<file path="config.mk">
export PLATFORM = sky130hd
export DESIGN_NAME = keyboard_report_key_events_core
export DESIGN_NICKNAME = d
export VERILOG_FILES = /design/src/hdl/kbre_pkg.sv /design/src/hdl/kbre_front.sv /design/src/hdl/kbre_queue.sv /design/src/hdl/kbre_back.sv /design/src/hdl/keyboard_report_key_events_core.sv
export SDC_FILE = /design/constraint.sdc
export NUM_CORES = 1
export LEC_CHECK = 0
export ABC_AREA = 1
export BUFFER_PORTS_ARGS = -buffer_cell sky130_fd_sc_hd__buf_4
export CORE_MARGIN = 1.5
export CORE_UTILIZATION = 61
export DETAILED_ROUTE_END_ITERATION = 16
export PLACE_DENSITY = 0.82
export SYNTH_ARGS = -nofsm -noshare
export SYNTH_HDL_FRONTEND = slang
export SYNTH_HIERARCHICAL = 1
export SYNTH_SLANG_ARGS = --single-unit
</file>
<file path="constraint.sdc">
create_clock -name clk -period 18.12 [get_ports clk]
set_input_delay 1.812 -clock clk [delete_from_list [all_inputs] [get_ports clk]]
set_output_delay 1.812 -clock clk [all_outputs]
set_load 0.05 [all_outputs]
</file>
<file path="src/hdl/kbre_pkg.sv">
// ----------------------------------------------------------------------------
// kbre_pkg: shared constants for the keyboard report event core
// Report layout limits, event coding and queue sizing.
// ----------------------------------------------------------------------------
package kbre_pkg;

  localparam int MOD_BITS    = 8;
  localparam int CODE_W      = 8;
  localparam int LEN_W       = 7;
  localparam int MAX_SLOTS   = 6;
  localparam int IN_DATA_W   = 64;
  localparam int OUT_DATA_W  = 8;

  localparam logic [LEN_W-1:0]  MIN_REPORT_BYTES = 7'd8;
  localparam logic [CODE_W-1:0] MODIFIER_BASE    = 8'hE0;
  localparam logic [CODE_W-1:0] LIMIT_RESET      = 8'd3;

  localparam int QUEUE_DEPTH = 2;
  localparam int QPTR_W      = $clog2(QUEUE_DEPTH);
  localparam int QCNT_W      = $clog2(QUEUE_DEPTH + 1);

  typedef struct packed {
    logic push;
  } queue_ctl_t;

endpackage

</file>
<file path="src/hdl/kbre_front.sv">
// ----------------------------------------------------------------------------
// kbre_front: report intake and difference classification
// Compares each report with the stored one and builds the event mask.
// ----------------------------------------------------------------------------
module kbre_front #(
  parameter int KEY_SLOTS = 6,
  localparam int EVENTS  = kbre_pkg::MOD_BITS + 2 * KEY_SLOTS,
  localparam int ENTRY_W = EVENTS + kbre_pkg::MOD_BITS + 2 * kbre_pkg::CODE_W * KEY_SLOTS
) (
  input  logic                            clk,
  input  logic                            rst,
  input  logic                            s_tvalid,
  output logic                            s_tready,
  input  logic [kbre_pkg::IN_DATA_W-1:0]  s_tdata,
  input  logic                            cfg_valid,
  output logic                            cfg_ready,
  input  logic [kbre_pkg::CODE_W-1:0]     cfg_data,
  output kbre_pkg::queue_ctl_t            qctl,
  input  logic                            q_ready,
  output logic [ENTRY_W-1:0]              entry
);

  localparam int CW = kbre_pkg::CODE_W;
  localparam int MB = kbre_pkg::MOD_BITS;
  localparam int LW = kbre_pkg::LEN_W;

  logic [CW-1:0] limit;
  logic [MB-1:0] prev_mods;
  logic [CW-1:0] stored_keys [KEY_SLOTS];

  logic [LW-1:0]     len;
  logic [MB-1:0]     mods;
  logic [CW-1:0]     cur [KEY_SLOTS];
  logic [EVENTS-1:0] mask;
  logic              long_enough;
  logic              accept;
  logic [CW*KEY_SLOTS-1:0] prev_flat;
  logic [CW*KEY_SLOTS-1:0] cur_flat;

  always_comb begin
    logic in_cur;
    logic in_prev;
    len  = s_tdata[LW-1:0];
    mods = s_tdata[LW +: MB];
    for (int i = 0; i < KEY_SLOTS; i++) begin
      cur[i] = s_tdata[LW + MB + CW * i +: CW];
      prev_flat[CW * i +: CW] = stored_keys[i];
      cur_flat[CW * i +: CW]  = cur[i];
    end
    mask[MB-1:0] = prev_mods ^ mods;
    for (int i = 0; i < KEY_SLOTS; i++) begin
      in_cur  = 1'b0;
      in_prev = 1'b0;
      for (int j = 0; j < KEY_SLOTS; j++) begin
        in_cur  = in_cur  | (cur[j] == stored_keys[i]);
        in_prev = in_prev | (stored_keys[j] == cur[i]);
      end
      mask[MB + 2 * i]     = (stored_keys[i] > limit) && !in_cur;
      mask[MB + 2 * i + 1] = (cur[i] > limit) && !in_prev;
    end
  end

  assign long_enough = (len >= kbre_pkg::MIN_REPORT_BYTES);
  assign s_tready    = q_ready;
  assign accept      = s_tvalid && s_tready;
  assign cfg_ready   = 1'b1;
  assign qctl.push   = accept && long_enough && (|mask);
  assign entry       = {cur_flat, prev_flat, mods, mask};

  always_ff @(posedge clk) begin
    if (rst) begin
      limit     <= kbre_pkg::LIMIT_RESET;
      prev_mods <= '0;
      for (int i = 0; i < KEY_SLOTS; i++) stored_keys[i] <= '0;
    end else begin
      if (cfg_valid) begin
        limit <= cfg_data;
      end
      if (accept && long_enough) begin
        prev_mods <= mods;
        for (int i = 0; i < KEY_SLOTS; i++) stored_keys[i] <= cur[i];
      end
    end
  end

endmodule

</file>
<file path="src/hdl/kbre_queue.sv">
// ----------------------------------------------------------------------------
// kbre_queue: short report queue
// Holds classified reports between intake and event output.
// ----------------------------------------------------------------------------
module kbre_queue #(
  parameter int WIDTH = 64
) (
  input  logic                 clk,
  input  logic                 rst,
  input  kbre_pkg::queue_ctl_t qctl,
  output logic                 q_ready,
  input  logic [WIDTH-1:0]     wr_data,
  output logic                 q_valid,
  input  logic                 pop,
  output logic [WIDTH-1:0]     rd_data
);

  localparam int D  = kbre_pkg::QUEUE_DEPTH;
  localparam int PW = kbre_pkg::QPTR_W;
  localparam int CW = kbre_pkg::QCNT_W;

  logic [WIDTH-1:0] mem [D];
  logic [PW-1:0]    wr_ptr;
  logic [PW-1:0]    rd_ptr;
  logic [CW-1:0]    count;

  assign q_ready = (count != CW'(D));
  assign q_valid = (count != '0);
  assign rd_data = mem[rd_ptr];

  always_ff @(posedge clk) begin
    if (qctl.push) begin
      mem[wr_ptr] <= wr_data;
    end
  end

  always_ff @(posedge clk) begin
    if (rst) begin
      wr_ptr <= '0;
      rd_ptr <= '0;
      count  <= '0;
    end else begin
      if (qctl.push) begin
        wr_ptr <= (wr_ptr == PW'(D - 1)) ? '0 : wr_ptr + 1'b1;
      end
      if (pop) begin
        rd_ptr <= (rd_ptr == PW'(D - 1)) ? '0 : rd_ptr + 1'b1;
      end
      if (qctl.push && !pop) begin
        count <= count + 1'b1;
      end else if (pop && !qctl.push) begin
        count <= count - 1'b1;
      end
    end
  end

`ifndef SYNTHESIS
  a_no_overflow: assert property (@(posedge clk) disable iff (rst)
    qctl.push |-> (count != CW'(D)))
    else $error("queue written while full");
  a_no_underflow: assert property (@(posedge clk) disable iff (rst)
    pop |-> (count != '0))
    else $error("queue read while empty");
  a_count_range: assert property (@(posedge clk) disable iff (rst)
    count <= CW'(D))
    else $error("queue count out of range");
`endif

endmodule

</file>
<file path="src/hdl/kbre_back.sv">
// ----------------------------------------------------------------------------
// kbre_back: event serializer
// Emits the events of the queued report one word per cycle while m_tready allows, lowest first.
// ----------------------------------------------------------------------------
module kbre_back #(
  parameter int KEY_SLOTS = 6,
  localparam int EVENTS  = kbre_pkg::MOD_BITS + 2 * KEY_SLOTS,
  localparam int ENTRY_W = EVENTS + kbre_pkg::MOD_BITS + 2 * kbre_pkg::CODE_W * KEY_SLOTS
) (
  input  logic                            clk,
  input  logic                            rst,
  input  logic                            q_valid,
  input  logic [ENTRY_W-1:0]              entry,
  output logic                            pop,
  output logic                            m_tvalid,
  input  logic                            m_tready,
  output logic [kbre_pkg::OUT_DATA_W-1:0] m_tdata,
  output logic                            m_tuser,
  output logic                            m_tlast
);

  localparam int CW    = kbre_pkg::CODE_W;
  localparam int MB    = kbre_pkg::MOD_BITS;
  localparam int IDX_W = $clog2(EVENTS);

  logic [EVENTS-1:0] done;
  logic [EVENTS-1:0] mask;
  logic [EVENTS-1:0] remaining;
  logic [EVENTS-1:0] sel;
  logic [MB-1:0]     mods;
  logic [IDX_W-1:0]  idx;
  logic [CW-1:0]     code;
  logic              rel;
  logic              last;
  logic              load;

  assign mask      = entry[EVENTS-1:0];
  assign mods      = entry[EVENTS +: MB];
  assign remaining = mask & ~done;

  always_comb begin
    idx = '0;
    for (int k = EVENTS - 1; k >= 0; k--) begin
      if (remaining[k]) idx = IDX_W'(k);
    end
    sel  = remaining & ~(remaining - 1'b1);
    last = ((remaining & ~sel) == '0);
    code = '0;
    rel  = 1'b0;
    for (int k = 0; k < MB; k++) begin
      if (idx == IDX_W'(k)) begin
        code = kbre_pkg::MODIFIER_BASE + CW'(k);
        rel  = ~mods[k];
      end
    end
    for (int i = 0; i < KEY_SLOTS; i++) begin
      if (idx == IDX_W'(MB + 2 * i)) begin
        code = entry[EVENTS + MB + CW * i +: CW];
        rel  = 1'b1;
      end
      if (idx == IDX_W'(MB + 2 * i + 1)) begin
        code = entry[EVENTS + MB + CW * KEY_SLOTS + CW * i +: CW];
        rel  = 1'b0;
      end
    end
  end

  assign load = q_valid && (!m_tvalid || m_tready);
  assign pop  = load && last;

  always_ff @(posedge clk) begin
    if (rst) begin
      m_tvalid <= 1'b0;
      done     <= '0;
    end else begin
      if (load) begin
        m_tvalid <= 1'b1;
        done     <= last ? '0 : (done | sel);
      end else if (m_tready) begin
        m_tvalid <= 1'b0;
      end
    end
  end

  always_ff @(posedge clk) begin
    if (load) begin
      m_tdata <= code;
      m_tuser <= rel;
      m_tlast <= last;
    end
  end

endmodule

</file>
<file path="src/hdl/keyboard_report_key_events_core.sv">
// ----------------------------------------------------------------------------
// keyboard_report_key_events_core: keyboard report to key event converter
// Turns boot keyboard reports into a stream of press and release events.
// ----------------------------------------------------------------------------
// Channel  Dir  Handshake            Payload
// s_       in   s_tvalid/s_tready    s_tdata: report_length, modifier_bits,
//                                    key_slot_0 .. key_slot_5
// m_       out  m_tvalid/m_tready    m_tdata: usage_code; m_tuser: released;
//                                    m_tlast: last_event
// cfg_     in   cfg_valid/cfg_ready  cfg_data: error_code_limit
//
// A report is taken whenever the two-entry queue has room.
// Its events leave the serializer one word per cycle while m_tready allows;
// a report has up to 8 + 2 * KEY_SLOTS events.
// A report with no events, or shorter than eight bytes, queues nothing.
// Reset clears the stored report and sets the limit to three.
// Output stalls fill the queue and then hold s_tready low.
// ----------------------------------------------------------------------------
module keyboard_report_key_events_core #(
  parameter int KEY_SLOTS = 6
) (
  input  logic        clk,
  input  logic        rst,
  input  logic        s_tvalid,
  output logic        s_tready,
  // report_length[6:0], modifier_bits[14:7], key_slot_0..5 from bit 15, pad
  input  logic [63:0] s_tdata,
  output logic        m_tvalid,
  input  logic        m_tready,
  // usage_code[7:0]
  output logic [7:0]  m_tdata,
  // released[0]
  output logic        m_tuser,
  output logic        m_tlast,
  input  logic        cfg_valid,
  output logic        cfg_ready,
  input  logic [7:0]  cfg_data
);

  localparam int EVENTS  = kbre_pkg::MOD_BITS + 2 * KEY_SLOTS;
  localparam int ENTRY_W = EVENTS + kbre_pkg::MOD_BITS + 2 * kbre_pkg::CODE_W * KEY_SLOTS;

  kbre_pkg::queue_ctl_t qctl;
  logic                 q_ready;
  logic                 q_valid;
  logic                 pop;
  logic [ENTRY_W-1:0]   wr_entry;
  logic [ENTRY_W-1:0]   rd_entry;

  kbre_front #(.KEY_SLOTS(KEY_SLOTS)) u_front (
    .clk       (clk),
    .rst       (rst),
    .s_tvalid  (s_tvalid),
    .s_tready  (s_tready),
    .s_tdata   (s_tdata),
    .cfg_valid (cfg_valid),
    .cfg_ready (cfg_ready),
    .cfg_data  (cfg_data),
    .qctl      (qctl),
    .q_ready   (q_ready),
    .entry     (wr_entry)
  );

  kbre_queue #(.WIDTH(ENTRY_W)) u_queue (
    .clk     (clk),
    .rst     (rst),
    .qctl    (qctl),
    .q_ready (q_ready),
    .wr_data (wr_entry),
    .q_valid (q_valid),
    .pop     (pop),
    .rd_data (rd_entry)
  );

  kbre_back #(.KEY_SLOTS(KEY_SLOTS)) u_back (
    .clk      (clk),
    .rst      (rst),
    .q_valid  (q_valid),
    .entry    (rd_entry),
    .pop      (pop),
    .m_tvalid (m_tvalid),
    .m_tready (m_tready),
    .m_tdata  (m_tdata),
    .m_tuser  (m_tuser),
    .m_tlast  (m_tlast)
  );

endmodule
</file>
### After elaboration in Yosys (flattened, before gate mapping)

Memories as Yosys holds them, arrays and structs flattened. A register that Yosys moved wholly into a read port is not among the register bits.
Index checks and enable logic that the tools add are counted.

| storage, ports and cells | value |
|---|---|
| register bits after elaboration | 51 |
| memory bits (writable) | 296 |
| input bits | 77 |
| output and inout port bits | 13 |
| word-level logic and storage cells | 326 |
| memories | 2 |

| operators by class | value |
|---|---|
| $add $sub $neg | 5 |
| order comparisons | 13 |
| equal/unequal tests | 92 |
| mux-type cells | 81 |
| bitwise logic cells | 82 |
| reduce and logical (&&, ||, !) cells | 41 |

Memories:

| memory | words | bits a word | rd ports | clocked after memory_dff | write ports | RTL line | text |
|---|---|---|---|---|---|---|---|
| u_queue.mem | 2 | 124 | 1 | 1 | 1 | kbre_queue.sv:22 | `logic [WIDTH-1:0] mem [D];` |
| u_front.stored_keys | 6 | 8 | 6 | 0 | 6 | kbre_front.sv:29 | `logic [CW-1:0] stored_keys [KEY_SLOTS];` |

Operators by type and width:

| cell | count |
|---|---|
| $eq A8 B8 Y1 | 72 |
| $mux W8 | 26 |
| $mux W5 | 20 |
| $gt A8 B8 Y1 | 12 |
| $or A1 B1 Y1 | 66 |
| $and A20 B20 Y20 | 3 |
| $not A20 Y20 | 3 |
| $eq A5 B4 Y1 const B | 8 |
| $mux W1 | 32 |
| $eq A5 B3 Y1 const B | 4 |
| $eq A5 B5 Y1 const B | 4 |
| $logic_not A20 Y1 | 1 |
| $mux W20 | 1 |
| $or A20 B20 Y20 | 1 |
| $reduce_or A20 Y1 | 1 |
| $sub A20 B1 Y20 const B | 1 |
| $logic_and A1 B1 Y1 | 19 |
| $logic_not A1 Y1 | 15 |
| $eq A5 B2 Y1 const B | 2 |
| $not A1 Y1 | 8 |
| $xor A8 B8 Y8 | 1 |
| $ge A7 B4 Y1 const B | 1 |
| $reduce_bool A2 Y1 | 3 |
| $eq A5 B1 Y1 const B | 1 |
| 7 further kinds | 9 |

### Logic depth before layout (Yosys ltp)

| depth | value |
|---|---|
| word-level depth | 43 |
| mapped depth | 30 |
| mapped depth without buffers | 28 |

### Modules after synthesis

Netlist, hierarchy kept.

By module, submodules not included:

| module | instances | cells each | area an instance (µm²) | sequential area each (µm²) |
|---|---|---|---|---|
| kbre_front | 1 | 1492 | 9975.8 | 1761.7 |
| kbre_queue | 1 | 419 | 9415.3 | 7547.2 |
| kbre_back | 1 | 447 | 2691.3 | 720.7 |

### Worst setup path after synthesis

No wires, ideal clock.

| path | value |
|---|---|
| kind | input -> register |
| start point | input s_tdata[55] |
| end point | memory u_queue/mem[0][0] (netlist bit), enable pin |
| library setup time | 609 ps |
| arrival | 8248 ps |
| data required time | 17511 ps |
| setup slack | 9263 ps |
| cell stages on the path | 16 |
| buffers on the path | 1 |
| cells stage by stage | buf_4 inv_2 ha_1 inv_1 a21oi_1 o21ai_0 nand2_1 nand2_1 nand4_1 nor2_2 nor2_1 nand2_1 nor2_1 nor2_1 inv_1 nor2_1 |

| on the way | value |
|---|---|
| longest elaborated chain between the ends | 12 |
| elaborated cells on any way between the ends | 42 |
| classes of those cells | order compare: 1; eq/ne: 12; mux: 2; bitwise: 11; reduce/logical: 16 |

RTL lines:

| what | RTL line | text |
|---|---|---|
| start: declaration | keyboard_report_key_events_core.sv:27 | `input logic [63:0] s_tdata,` |
| $eq A8 B8 Y1 | kbre_front.sv:56 | `in_prev = in_prev \| (stored_keys[j] == cur[i]);` |
| $or A1 B1 Y1 (5 in series) | kbre_front.sv:56 |  |
| $logic_not A1 Y1 | kbre_front.sv:59 | `mask[MB + 2 * i + 1] = (cur[i] > limit) && !in_prev;` |
| $logic_and A1 B1 Y1 * | kbre_front.sv:59 |  |
| net wr_entry[19] | keyboard_report_key_events_core.sv:47 | `logic [ENTRY_W-1:0] wr_entry;` |
| $reduce_or A20 Y1 * | kbre_front.sv:67 | `assign qctl.push = accept && long_enough && (\|mask);` |
| $logic_and A1 B1 Y1 * | kbre_front.sv:67 |  |
| net qctl | keyboard_report_key_events_core.sv:43 | `kbre_pkg::queue_ctl_t qctl;` |
| $mux W1 * | kbre_queue.sv:32 | `if (qctl.push) begin` |
| $mux W1 (implied by the code) * | kbre_queue.sv:33 | `mem[wr_ptr] <= wr_data;` |
| end: declaration | kbre_queue.sv:22 |  |

The timed path passes the listed nets; every way through them passes the cells marked *.

==> reports/metrics.csv <==
metric,value,unit
grt_max_degree,70,
pre_cts_ws,12.33,ns
place_hpwl,43.9,mm
syn_inst,2358,
path_buf_inv,6,
switching_power,0.635,mW
finalMaxSlewViolations,0,
synth-seq-cells,348,
synth.largest_area_cell,edfxtp_1,
start_util,62.1,%
arrival,6.00,ns
synth_edf_count,306,
num_rows,69,
synth_warnings,6,
clock.fmax,172,MHz
nFillCells,2740,
cp_cell_sequence,buf_4 > buf_4 > mux2_2 > inv_1 > nor2_1 > clkinv_1 > nand2_1 > nor2_2 > nand2_2 > nor2_4 > inv_2 > nor2_4 > o21ai_1 > nand2_1 > inv_2 > nor2_2 > nand2_1 > a21oi_1 > nand3_1 > nor2_1 > nand4_1 > nor2_1 > nand4_1,
synth_top_area_share,41.6,%
wl_per_cell,22.1,µm
clock_sinks,348,
drc,0,
sw_frac_of_total,29.2,%
tns,0,ns
fin_nets,2484,
num_vias,16400,
port_buffers,84,
die_area,37400,µm²
finalCritPeriodShare,32.1,%
grt_usage,32.6,%
setup_viol,0,
worstSetupPathType,register to register,
core,35600,µm²
dr.pass1.iters,5,
synth_nets,2532,
critical_path.max_stage_delay,0.85,ns
grt_first_pass_wirelength,92.3,mm
drt-total-wl,61.7,mm
slowest_stage,buf_4,
tightestPinTransition,1.19,ns
die_width,193,µm
path_max_fanout,59,
overflow,0,
power_frac_comb,18.9,%
cts_hold_buf,0,
drt-initial-drc-count,2024,
synthFlopType,edfxtp_1,
synth.avg_cell_area,9.36,µm²
clock_power_share,34.4,%
synth_area_leaders,"edfxtp_1 42%, nand2_1 10%, ha_1 5.5%",
antenna_found_initial,0,
synth_area,22100,µm²
drive_gt1_share,16.4,%
fin_skew,0.0200,ns
async_reset_ff_share,0,%
cts_tree,done,
hold_class,register to register,
finalHoldViolations,0,
status,finished clean,
critPathTopFamily,simple AND/OR/NAND/NOR gates,
ios,90,
crit_path_start_kind,register,
clkSlewWorstSetupHoldPaths,0.06,ns
chipHeight,193,µm
placed_cell_area,21900,µm²
rsz0062_at_grt,no,
clock_latency,0.55,ns
fin_area,23100,µm²
p_leak,9.58,nW
critical_path_required,18.30,ns
ctsHtreeMaxLevel,2,
n_antenna_cell,0,
cts_buffers,37,
cts-root-buf,clkbuf_16,
clockBufferDepth,3,
pwr-share-seq,46.8,%
post_cts_buffers,0,
slew_headroom,20.3,%
gp_congestion,1.07,
fin_crit,5.82,ns
synth_cell_types,53,
ir_drop,0.0960,mV
p_per_area,94.2,nW/µm²
ant_nets,0,
grt_pass1_vias,15600,
p_int,1.54,mW
end_kind,register,
vias_per_cell,5.87,
drv_cap,0,
postLayoutSetupSlackWorst,12.30,ns
yosysSeqAreaShare,45.4,%
area_growth,4.43,%
ctsResizeCount,0,
[sequential cells by signal (all words and copies together), names as in the netlist, named ones only]
signal               count
u_back/m_tdata           8
u_back/m_tvalid          1
u_queue/count            2
u_back/m_tlast           1
u_queue/wr_ptr           1
u_front/prev_mods        8
u_queue/rd_ptr           1
u_queue/mem            248
u_back/done             20
u_front/stored_keys     48
u_back/m_tuser           1
u_front/limit            8
[worst register-to-register path, cell delays in order, from the launching register on]
cell and delay (ns):
dfxtp_4 0.44, buf_4 0.78, buf_4 0.89, mux2_2 0.45
inv_1 0.06, nor2_1 0.04, clkinv_1 0.08, nand2_1 0.12
nor2_2 0.18, nand2_2 0.10, nor2_4 0.11, inv_2 0.10
nor2_4 0.14, o21ai_1 0.15, nand2_1 0.11, inv_2 0.06
nor2_2 0.38, nand2_1 0.10, a21oi_1 0.15, nand3_1 0.10
nor2_1 0.28, nand4_1 0.18, nor2_1 0.19, nand4_1 0.30
[metrics by stage]
stage               power (mW)  hold WS [ns]  utilization [%]  cells
floorplan                 1.33         0.423                -   2358
global placement          1.41         0.429             61.5   2732
detailed placement        1.43         0.435             61.5   2732
CTS                       2.17         0.444             64.8   2797
global route              2.25         0.452             64.8   2797
finish                    2.17         0.446             64.8   2797
[layer usage]
| metal | vias up | GRT usage (%) | part of all wire, % |
|---|---|---|---|
| met2 | 915 | 51.6 | 46 |
| met3 | 170 | 5.20 | 9.4 |
| li1 | 7575 | - | - |
| met4 | 0 | 14.0 | 4.3 |
| met5 | - | 0 | 0 |
| met1 | 7745 | 44.6 | 40 |
[power groups by stage]
stage / clock network [mW] / registers (mW) / logic (mW)
2_1_floorplan: 0 / 1.00 / 0.322
3_3_place_gp: 0 / 1.03 / 0.385
3_5_place_dp: 0 / 1.03 / 0.398
4_1_cts: 0.756 / 1.01 / 0.401
5_1_grt: 0.785 / 1.02 / 0.445
6_report: 0.746 / 1.02 / 0.410
[placed cells by master (no fill, tap or decap), types with 9 or more instances in the layout]
cell type / count
nand2_1: 604
edfxtp_1: 306
nor2_1: 234
inv_1: 181
xnor2_1: 135
ha_1: 97
buf_4: 93
a21oi_1: 84
mux2_2: 64
nand3_1: 63
nand4_1: 63
mux2_4: 60
inv_2: 48
dfxtp_1: 41
xor2_1: 41
o21ai_0: 40
clkbuf_16: 37
nor2_2: 27
a31oi_1: 11
clkbuf_1: 10
nor3_1: 9
a21oi_2: 9
[synthesized netlist by cell type (4+ instances only)]
cell type,instances
a31oi_1,11
nand2_1,605
nand3_1,63
xor2_1,41
edfxtp_1,306
nor3_1,10
inv_2,48
inv_1,182
o21ai_0,40
o21ai_1,5
mux2_2,64
nand4_1,63
a21oi_2,9
clkbuf_1,4
nor2_4,5
nand2_2,4
nor2_2,27
buf_2,13
buf_4,108
ha_1,97
mux2_4,60
nor2_1,235
dfxtp_1,42
xnor2_1,135
a21oi_1,84
buf_6,55
[final cells by class]
type,count,area [µm²],area share (%)
Clock buffer,51,1020,4.42
Sequential cell,348,10000,43.5
Tap cell,461,577,2.50
Inverter,236,902,3.91
Timing Repair Buffer,93,698,3.03
Clock inverter,14,173,0.749
Multi-Input combinational cell,1594,9660,41.9
[logic make-up after synthesis]
group / Yosys count / synth area share, %
simple gates: 1031 / 19.6
compound gates: 164 / 4.15
other cells: 1 / 0.0170
mux: 124 / 7.34
xor+xnor: 177 / 7.05
buf+inv: 416 / 10.9
flops: 348 / 45.4
fa+ha+maj: 97 / 5.50
[final timing paths]
path / start / endpoint / slack, ns / cells past startpoint
setup reg to reg: register / u_back/m_tdata[7] / 12.30 / 23
hold / removal: u_back/done[6] / u_back/done[6] / 0.45 / 2
setup / recovery: register / u_back/m_tdata[7] / 12.30 / 23
hold reg to reg: u_back/done[6] / u_back/done[6] / 0.45 / 2
Power figures use the tool's default switching activity.
